### config.mk
export PLATFORM = sky130hd
export DESIGN_NAME = configurable_crc_engine_top
export DESIGN_NICKNAME = d
export VERILOG_FILES = /design/src/rtl/core/ccrc_pkg.sv /design/src/rtl/core/ccrc_csr.sv /design/src/rtl/core/ccrc_fold.sv /design/src/rtl/core/configurable_crc_engine_top.sv
export SDC_FILE = /design/constraint.sdc
export NUM_CORES = 1
export LEC_CHECK = 0
export BUFFER_PORTS_ARGS = -buffer_cell sky130_fd_sc_hd__buf_4
export CORE_MARGIN = 3
export CORE_UTILIZATION = 50
export CTS_CLUSTER_SIZE = 12
export DETAILED_ROUTE_END_ITERATION = 6
export PLACE_DENSITY_LB_ADDON = 0.2
export SYNTH_ARGS = -nofsm -noshare
export SYNTH_HDL_FRONTEND = slang
export SYNTH_SLANG_ARGS = --single-unit
### constraint.sdc
create_clock -name clock -period 5.5 [get_ports clock]
set_clock_uncertainty 0.1 [all_clocks]
set_input_delay 0 -clock clock [delete_from_list [all_inputs] [get_ports clock]]
set_output_delay 0 -clock clock [all_outputs]
set_load 0.02 [all_outputs]
### src/rtl/core/ccrc_pkg.sv
package ccrc_pkg;

   localparam int CrcW  = 32;
   localparam int DataW = 8;
   localparam int ModeW = 2;
   localparam int IdxW  = 3;
   localparam int ShW   = 5;

   localparam logic [ModeW-1:0] MODE_CRC8  = 2'd0;
   localparam logic [ModeW-1:0] MODE_CRC16 = 2'd1;
   localparam logic [ModeW-1:0] MODE_CRC32 = 2'd2;

   localparam logic [IdxW-1:0] REG_WIDTH_MODE     = 3'd0;
   localparam logic [IdxW-1:0] REG_POLYNOMIAL     = 3'd1;
   localparam logic [IdxW-1:0] REG_INITIAL_VALUE  = 3'd2;
   localparam logic [IdxW-1:0] REG_REFLECT_INPUT  = 3'd3;
   localparam logic [IdxW-1:0] REG_REFLECT_OUTPUT = 3'd4;
   localparam logic [IdxW-1:0] REG_FINAL_XOR      = 3'd5;

   typedef struct packed {
      logic [ModeW-1:0] width_mode;
      logic [CrcW-1:0]  polynomial;
      logic [CrcW-1:0]  initial_value;
      logic             reflect_input;
      logic             reflect_output;
      logic [CrcW-1:0]  final_xor;
   } csr_type;

   localparam csr_type CSR_RESET = '{
      width_mode:     MODE_CRC32,
      polynomial:     32'h814141AB,
      initial_value:  32'h0,
      reflect_input:  1'b0,
      reflect_output: 1'b0,
      final_xor:      32'h0
   };

   // left shift that puts the CRC msb at bit 31; unused code acts as 32 bits
   function automatic logic [ShW-1:0] align_shift(input logic [ModeW-1:0] mode);
      logic [ShW-1:0] sh;
      case (mode)
         MODE_CRC8:  sh = 5'd24;
         MODE_CRC16: sh = 5'd16;
         default:    sh = 5'd0;
      endcase
      return sh;
   endfunction

   function automatic logic [DataW-1:0] reverse8(input logic [DataW-1:0] v);
      logic [DataW-1:0] r;
      for (int i = 0; i < DataW; i++) begin
         r[i] = v[DataW-1-i];
      end
      return r;
   endfunction

   function automatic logic [CrcW-1:0] reverse32(input logic [CrcW-1:0] v);
      logic [CrcW-1:0] r;
      for (int i = 0; i < CrcW; i++) begin
         r[i] = v[CrcW-1-i];
      end
      return r;
   endfunction

endpackage

### src/rtl/core/ccrc_csr.sv
module ccrc_csr (
   input  logic                       clock,
   input  logic                       reset,
   input  logic                       csr_write_enable,
   input  logic [ccrc_pkg::IdxW-1:0]  csr_index,
   input  logic [ccrc_pkg::CrcW-1:0]  csr_write_data,
   output ccrc_pkg::csr_type          cfg
);
   import ccrc_pkg::*;

   csr_type cfg_ff;
   csr_type cfg_in;

   always_comb begin
      cfg_in = cfg_ff;
      if (csr_write_enable) begin
         case (csr_index)
            REG_WIDTH_MODE:     cfg_in.width_mode     = csr_write_data[ModeW-1:0];
            REG_POLYNOMIAL:     cfg_in.polynomial     = csr_write_data;
            REG_INITIAL_VALUE:  cfg_in.initial_value  = csr_write_data;
            REG_REFLECT_INPUT:  cfg_in.reflect_input  = csr_write_data[0];
            REG_REFLECT_OUTPUT: cfg_in.reflect_output = csr_write_data[0];
            REG_FINAL_XOR:      cfg_in.final_xor      = csr_write_data;
            default: ;
         endcase
      end
   end

   always_ff @(posedge clock) begin
      if (reset) begin
         cfg_ff <= CSR_RESET;
      end else begin
         cfg_ff <= cfg_in;
      end
   end

   assign cfg = cfg_ff;

endmodule

### src/rtl/core/ccrc_fold.sv
module ccrc_fold (
   input  ccrc_pkg::csr_type          cfg,
   input  logic                       in_message,
   input  logic [ccrc_pkg::CrcW-1:0]  crc_state,
   input  logic [ccrc_pkg::DataW-1:0] data_byte,
   output logic [ccrc_pkg::CrcW-1:0]  next_crc,
   output logic [ccrc_pkg::CrcW-1:0]  final_crc
);
   import ccrc_pkg::*;

   logic [ShW-1:0]   shift;
   logic [CrcW-1:0]  mask;
   logic [CrcW-1:0]  start;
   logic [CrcW-1:0]  poly_al;
   logic [DataW-1:0] byte_in;
   logic [CrcW-1:0]  acc;
   logic [CrcW-1:0]  ordered;

   // work msb-aligned at bit 31 so one datapath serves all widths
   always_comb begin
      shift   = align_shift(cfg.width_mode);
      mask    = 32'hFFFF_FFFF >> shift;
      start   = in_message ? crc_state : cfg.initial_value;
      poly_al = cfg.polynomial << shift;
      byte_in = cfg.reflect_input ? reverse8(data_byte) : data_byte;
      acc     = (start << shift) ^ {byte_in, {(CrcW-DataW){1'b0}}};
      for (int i = 0; i < DataW; i++) begin
         acc = acc[CrcW-1] ? ((acc << 1) ^ poly_al) : (acc << 1);
      end
      next_crc  = acc >> shift;
      ordered   = cfg.reflect_output ? reverse32(acc) : next_crc;
      final_crc = (ordered ^ cfg.final_xor) & mask;
   end

endmodule

### src/rtl/core/configurable_crc_engine_top.sv
// CRC engine for 8, 16 or 32 bit CRCs. One message byte per transaction on
// the req_ channel; the byte with req_last_byte set produces one rsp_
// transaction carrying the final CRC, zero above the selected width, and the
// engine rearms so the next byte starts a new message from initial_value.
// Throughput is one byte per clock while req_ is not stalled: the eight-bit
// fold of a byte into the running CRC register is combinational and feeds
// that register directly. A byte is captured in the input register when it
// is accepted and folded from there; a last byte's final CRC is registered
// in the result register as it folds. A last byte waits in the input
// register while a stalled result is held, and req_ stalls for those
// cycles. Program the csr_ registers only while the engine is idle.
module configurable_crc_engine_top (
   input  logic        clock,
   input  logic        reset,
   input  logic        req_valid,
   output logic        req_stall,
   input  logic [7:0]  req_data_byte,
   input  logic        req_last_byte,
   output logic        rsp_valid,
   input  logic        rsp_stall,
   output logic [31:0] rsp_crc_value,
   input  logic        csr_write_enable,
   input  logic [2:0]  csr_index,
   input  logic [31:0] csr_write_data
);
   import ccrc_pkg::*;

   csr_type cfg;

   logic             in_valid_ff,  in_valid_in;
   logic [DataW-1:0] in_data_ff,   in_data_in;
   logic             in_last_ff,   in_last_in;
   logic [CrcW-1:0]  crc_ff,       crc_in;
   logic             msg_ff,       msg_in;
   logic             rsp_valid_ff, rsp_valid_in;
   logic [CrcW-1:0]  rsp_crc_ff,   rsp_crc_in;

   logic            advance;
   logic            req_take;
   logic [CrcW-1:0] next_crc;
   logic [CrcW-1:0] final_crc;

   ccrc_csr u_csr (
      .clock            (clock),
      .reset            (reset),
      .csr_write_enable (csr_write_enable),
      .csr_index        (csr_index),
      .csr_write_data   (csr_write_data),
      .cfg              (cfg)
   );

   ccrc_fold u_fold (
      .cfg        (cfg),
      .in_message (msg_ff),
      .crc_state  (crc_ff),
      .data_byte  (in_data_ff),
      .next_crc   (next_crc),
      .final_crc  (final_crc)
   );

   // a last byte may fold only when the result register is free or draining
   assign advance   = in_valid_ff && (!in_last_ff || !rsp_valid_ff || !rsp_stall);
   assign req_stall = in_valid_ff && !advance;
   assign req_take  = req_valid && !req_stall;

   always_comb begin
      in_valid_in  = req_take ? 1'b1 : (advance ? 1'b0 : in_valid_ff);
      in_data_in   = req_take ? req_data_byte : in_data_ff;
      in_last_in   = req_take ? req_last_byte : in_last_ff;
      crc_in       = advance ? next_crc : crc_ff;
      msg_in       = advance ? !in_last_ff : msg_ff;
      rsp_valid_in = rsp_valid_ff && rsp_stall;
      rsp_crc_in   = rsp_crc_ff;
      if (advance && in_last_ff) begin
         rsp_valid_in = 1'b1;
         rsp_crc_in   = final_crc;
      end
   end

   always_ff @(posedge clock) begin
      if (reset) begin
         in_valid_ff  <= 1'b0;
         msg_ff       <= 1'b0;
         rsp_valid_ff <= 1'b0;
         crc_ff       <= '0;
      end else begin
         in_valid_ff  <= in_valid_in;
         msg_ff       <= msg_in;
         rsp_valid_ff <= rsp_valid_in;
         crc_ff       <= crc_in;
      end
   end

   always_ff @(posedge clock) begin
      in_data_ff <= in_data_in;
      in_last_ff <= in_last_in;
      rsp_crc_ff <= rsp_crc_in;
   end

   assign rsp_valid     = rsp_valid_ff;
   assign rsp_crc_value = rsp_crc_ff;

`ifndef SYNTH
   a_last_makes_rsp: assert property (@(posedge clock) disable iff (reset)
      (advance && in_last_ff) |=> rsp_valid_ff)
      else $error("last byte folded without a result");

   a_last_rearms: assert property (@(posedge clock) disable iff (reset)
      (advance && in_last_ff) |=> !msg_ff)
      else $error("message not rearmed after last byte");

   a_no_overwrite: assert property (@(posedge clock) disable iff (reset)
      (rsp_valid_ff && rsp_stall) |-> !(advance && in_last_ff))
      else $error("held result overwritten");

   a_stall_only_when_full: assert property (@(posedge clock) disable iff (reset)
      req_stall |-> (in_valid_ff && in_last_ff && rsp_valid_ff))
      else $error("input stalled without cause");
`endif

endmodule
==> results.toml, run 1 <==
[status]
status = "finished, violations left"
violations = "negative setup slack"

[logic_synthesis]
avgSynthCellArea_um2 = 7.53
synth_fp_nets = 2030
yosysSeqAreaShare_pct = 26.4
synth_edf_count = 41
netlist_area_um2 = 14900
synthArstFlopShare_pct = 0
ys_types = 90
synth_flop_cell = "dfxtp_1"
synth-seq-cells = 176
synth_cells = 1981
ys_warn_count = 0

[setup_path]
slowest_stage = "a311o_2"
cp_max_fo = 7
cp_data_required_time_ns = 5.66
critPathMostFrequentCell = "buf_4"
setup.worst_path.end_class = "flop"
critPathTopFamily = "compound AO/OA/AOI/OAI gates"
start_kind = "flop"
crit_cells = 19
path_cells = "buf_4 -> mux2_2 -> a22o_2 -> o21ai_2 -> buf_4 -> a22oi_2 -> o21a_1 -> a211oi_4 -> xor2_4 -> xor2_4 -> a311o_2 -> o21ai_2 -> a211oi_2 -> buf_4 -> a311o_2 -> o211ai_2 -> a32o_2 -> mux2_4 -> a2111oi_4"
arrival_ns = 5.67
critPathKind = "flop to flop"
reg2reg_depth = 19
path_buf_inv = 3
cpPeakStageDelay_ns = 0.47

[sta]
tightest_slew_ns = 1.29
timing.slew.headroom_pct = 13.5
post-route-min-period_ns = 5.51
worst_slack_ns = -0.0116
slew_viol_final = 0
setup_viol = 1
hold_slack_ns = 0.168
fmax_ghz = 0.181
timing.setup.tns_ns = -0.0116
hold_violations = 0
fin_crit_sh_pct = 100
grt_setup_unrepaired = "true"

[cts]
path_clk_slew_ns = 0.08
clkSinkCount = 176
cts_tree = "done"
cts_buffer_depth = 2
clock_latency_ns = 0.45
cts-root-buf = "clkbuf_16"
numCtsBuffers = 17
h-tree-depth = 4

[die]
core-area_um2 = 29100
die_area_um2 = 32000
die_y_um = 179
initial_core_util_pct = 51.3
rows = 62
io_pins = 83
die_w_um = 179

[detailed_routing]
route.detailed.drc = 0
vias = 16653
met2_length_mm = 28.1
ant_nets = 0
detail_route.wl_per_cell_um = 23.5
routed_wl_mm = 63.2
first_pass_iters = 7
wl_met1_mm = 25.4
routed.top_layer = "met5"
route.met3.wl_mm = 6.80
vias_per_cell = 6.19
drt_iter0_drc = 1863

[hold_path]
hold_depth = 2
hp-class = "primary input to flop"

[place]
placed_cell_area_um2 = 17700
io_buffers = 82
dp_slack_ns = -0.536
gp_routability_congestion = 1.01
place_hpwl_mm = 46.7

[power_and_ir_drop]
leakage_nw = 7.62
power.density_nw_per_um2 = 463
ir_drop_mv = 0.289

[finish]
fin_area_um2 = 19900
final_common_cell = "buf_4"
fin_util_pct = 68.4
drive_above_1_share_pct = 27.7
areaGrowthSynthToFinish_pct = 33.3
mostFrequentLayoutCells = "buf_4 (387), nand2_1 (370), xnor2_1 (183)"
num_antenna_cells = 0
nNetsFinal = 2343

[global_route]
grt_max_degree = 96
track_usage_pct = 38.5
grt_overflow_total = 0
grt_pass1_vias = 15232
grt_pass1_wl_mm = 92.8
antenna_found_initial = 2

[job]
maxCapViolations = 0
[what timing repair did]
action	4_1_cts	5_1_grt
endpoints found under the hold margin	116	0
hold buffers	52	0
resized for setup	27	151
buffers inserted	2	27
pin swaps	6	50
setup endpoints to repair	43	54
[cell usage after synthesis, drive strengths merged, types with 23 or more instances]
cell type  number  area, um^2
nand3          82         428
dfxtp         135        2700
nand4          24         150
clkbuf        116         435
a22oi          24         180
and3           23         144
o21ai          78         394
edfxtp         41        1230
nand2         374        1400
nor2          161         612
a21oi         172         865
buf            51         275
xnor2         219        2000
mux2i         100        1000
xor2           33         319
a211oi         24         208
nor3           66         345
[cell type report]
cell class	count	area, um^2
Clock inverter	15	194
Fill cell	2414	9200
Tap cell	384	480
Clock buffer	17	425
Sequential cell	176	3950
Multi-Input combinational cell	1628	11100
Timing Repair Buffer	461	3740
Inverter	10	41.3
[through the flow]
step	total power [W]	cells
floorplan	0.00462	1981
global placement	0.00707	2578
detailed placement	0.00713	2578
CTS	0.00851	2664
global route	0.00956	2691
finish	0.00920	2691
[metal layers]
metal  global-route usage (%)  up-vias
li1                         -     7565
met1                     53.3     7888
met2                     59.2     1012
met3                     7.20      184
met4                     14.8        4
met5                        0        -
[final timing paths]
check,start,to,slack (ns)
setup reg to reg,msg_ff,rsp_crc_value[11],-0.01
hold / removal,req_data_byte[0],in_data_ff[0],0.17
setup / recovery,msg_ff,rsp_crc_value[11],-0.01
hold reg to reg,u_csr.cfg[51],u_csr.cfg[51],0.36
[registers in the layout (all words and copies together), names as in the netlist]
signal,flops
in_data_ff,8
rsp_valid,1
in_last_ff,1
crc_ff,32
msg_ff,1
in_valid_ff,1
rsp_crc_value,32
u_csr.cfg,100
[worst reg2reg max path, cell delays in order, from the launching register on]
cell	delay (ns)
dfxtp_4	0.40
buf_4	0.17
mux2_2	0.38
a22o_2	0.26
o21ai_2	0.15
buf_4	0.18
a22oi_2	0.10
o21a_1	0.21
a211oi_4	0.39
xor2_4	0.34
xor2_4	0.14
a311o_2	0.47
o21ai_2	0.19
a211oi_2	0.10
buf_4	0.16
a311o_2	0.42
o211ai_2	0.20
a32o_2	0.26
mux2_4	0.35
a2111oi_4	0.34
[where the power goes]
group | total (W) | internal, W | switching [W]
sequential | 0.00161 | 0.00153 | 0.0000846
clock | 0.00128 | 0.000660 | 0.000615
combinational | 0.00631 | 0.00303 | 0.00328
[cells by family after synthesis]
group                  Yosys count  share of synthesized area (%)
AO/OA/AOI/OAI                  443                           19.8
XOR/XNOR                       257                           16.3
buffers and inverters          177                           5.01
flip-flops                     176                           26.4
multiplexers                   117                           8.27
AND/OR/NAND/NOR                811                           24.3
(Power assumes the default switching activity.)
==> run 2, diff against run 1 <==
MAX_ROUTING_LAYER = met4   (was unset)
REMOVE_ABC_BUFFERS = 1   (was unset)
==> run 2 against run 1 <==
The flow still finishes with violations (negative setup slack). Die area unchanged. Worst hold slack improved by 0.0051 ns. Critical path type unchanged. Non-clock buffer count increased by 46.
==> results.toml, run 2 (synthesis gave the netlist of run 1 again) <==
[finish]
fin_area_um2 = 20500
largest_reg_flops = 100
fin_util_pct = 70.3
drive_above_1_share_pct = 28.9
instances_no_fill = 2738
final_common_cell = "buf_4"
seqCellArea_um2 = 3940
fillers = 2425
mostFrequentLayoutCells = "buf_4 (422), nand2_1 (371), xnor2_1 (188)"
areaGrowthSynthToFinish_pct = 37.0
multi_input_area_um2 = 11200
nNetsFinal = 2389

[cts]
h-tree-depth = 4
cts_tree = "done"
clkSinkCount = 176
numCtsBuffers = 17
path_clk_slew_ns = 0.07
cts-root-buf = "clkbuf_16"
cts_buffer_depth = 2
clock_latency_ns = 0.46

[global_route]
grt_pass1_vias = 15403
grt_overflow_total = 0
grt_pass1_wl_mm = 92.6
grt_max_degree = 80
antenna_found_initial = 1
track_usage_pct = 39.4

[power_and_ir_drop]
ir_drop_mv = 0.279
leakage_nw = 7.90
power.density_nw_per_um2 = 448

[detailed_routing]
ant_nets = 0
routed_wl_mm = 62.9
detail_route.wl_per_cell_um = 23.0
first_pass_iters = 5
vias_per_cell = 6.13
drt_iter0_drc = 1962
vias = 16787
route.detailed.drc = 0

[job]
maxCapViolations = 0

[sta]
grt_setup_unrepaired = "true"
setup_viol = 4
slew_viol_final = 0
tightest_slew_ns = 1.08
hold_violations = 0
post-route-min-period_ns = 5.58
hold_slack_ns = 0.173
worst_slack_ns = -0.0804
timing.setup.tns_ns = -0.252
fin_crit_sh_pct = 101
timing.slew.headroom_pct = 28.2
fmax_ghz = 0.179

[place]
place_inst = 2623
place_hpwl_mm = 45.8
io_buffers = 82
gp_routability_congestion = 1.02
placed_cell_area_um2 = 18000

[status]
violations = "negative setup slack"
status = "finished, violations left"

[setup_path]
cp_data_required_time_ns = 5.60
start_kind = "flop"
arrival_ns = 5.68
critPathKind = "flop to flop"
cp_max_fo = 10
setup.worst_path.end_class = "flop"

[hold_path]
hp-class = "primary input to flop"

[die]
die_y_um = 179
die_area_um2 = 32000
die_w_um = 179
initial_core_util_pct = 51.3
io_pins = 83
core-area_um2 = 29100
rows = 62
==> run 2: final cells by class <==
class | count | share of cell area, %
multi-input combinational | 1628 | 54.6
tap | 384 | 2.35
clock buffer | 18 | 2.10
timing repair buffer | 507 | 20.8
sequential | 176 | 19.3
clock inverter | 14 | 0.673
inverter | 10 | 0.184
antenna | 1 | 0.0122
==> run 2: critical path, stage by stage, from the launching register on <==
cell and delay, ns:
dfxtp_4 0.39, mux2i_1 0.13, buf_4 0.15, a222oi_1 0.31
buf_4 0.26, mux2i_4 0.26, a222oi_1 0.09, buf_4 0.16
or3_4 0.42, and3_4 0.23, xor2_4 0.19, and4_4 0.21
buf_6 0.11, a311oi_4 0.35, nand2_2 0.16, buf_6 0.16
bufbuf_16 0.27, o2111ai_2 0.16, nand4_1 0.30, xnor2_2 0.30
buf_4 0.15, a21oi_1 0.06, a32oi_1 0.30, xor2_1 0.10
==> run 2: routing by layer <==
metal | vias to the layer above | global-route usage [%] | wire, um
met3 | 142 | 6.16 | 5890
met5 | - | - | 0
li1 | 7663 | - | -
met4 | 0 | 13.4 | 2220
met2 | 964 | 60.0 | 28400
met1 | 8018 | 53.6 | 26400
==> run 2: what timing repair did <==
item	4_1_cts	5_1_grt
resized for setup	56	148
pin swaps	19	61
buffers inserted	16	17
cloned	1	1
setup endpoints to repair	48	49
hold buffers	50	0
endpoints found under the hold margin	118	0
==> run 2: power by group <==
part	switching (W)	internal, W	total [W]	leakage, nW
sequential	0.0000662	0.00153	0.00159	1.48
clock	0.000612	0.000604	0.00122	0.280
combinational	0.00328	0.00308	0.00636	6.14
total	0.00396	0.00521	0.00917	7.90
==> run 2: worst paths after layout <==
check | start | end | slack [ns] | cells past startpoint
max | msg_ff | rsp_crc_value[6] | -0.08 | 23
min reg2reg | u_csr.cfg[34] | u_csr.cfg[34] | 0.36 | 2
min | req_data_byte[5] | in_data_ff[5] | 0.17 | 2
max reg2reg | msg_ff | rsp_crc_value[6] | -0.08 | 23
==> run 2: through the flow <==
step,setup slack (ns),total power (W)
6_report,-0.0804,0.00917
5_1_grt,-0.177,0.00950
4_1_cts,-0.00489,0.00848
3_5_place_dp,-0.469,0.00697
3_3_place_gp,-0.476,0.00693
2_1_floorplan,-4.96,0.00451
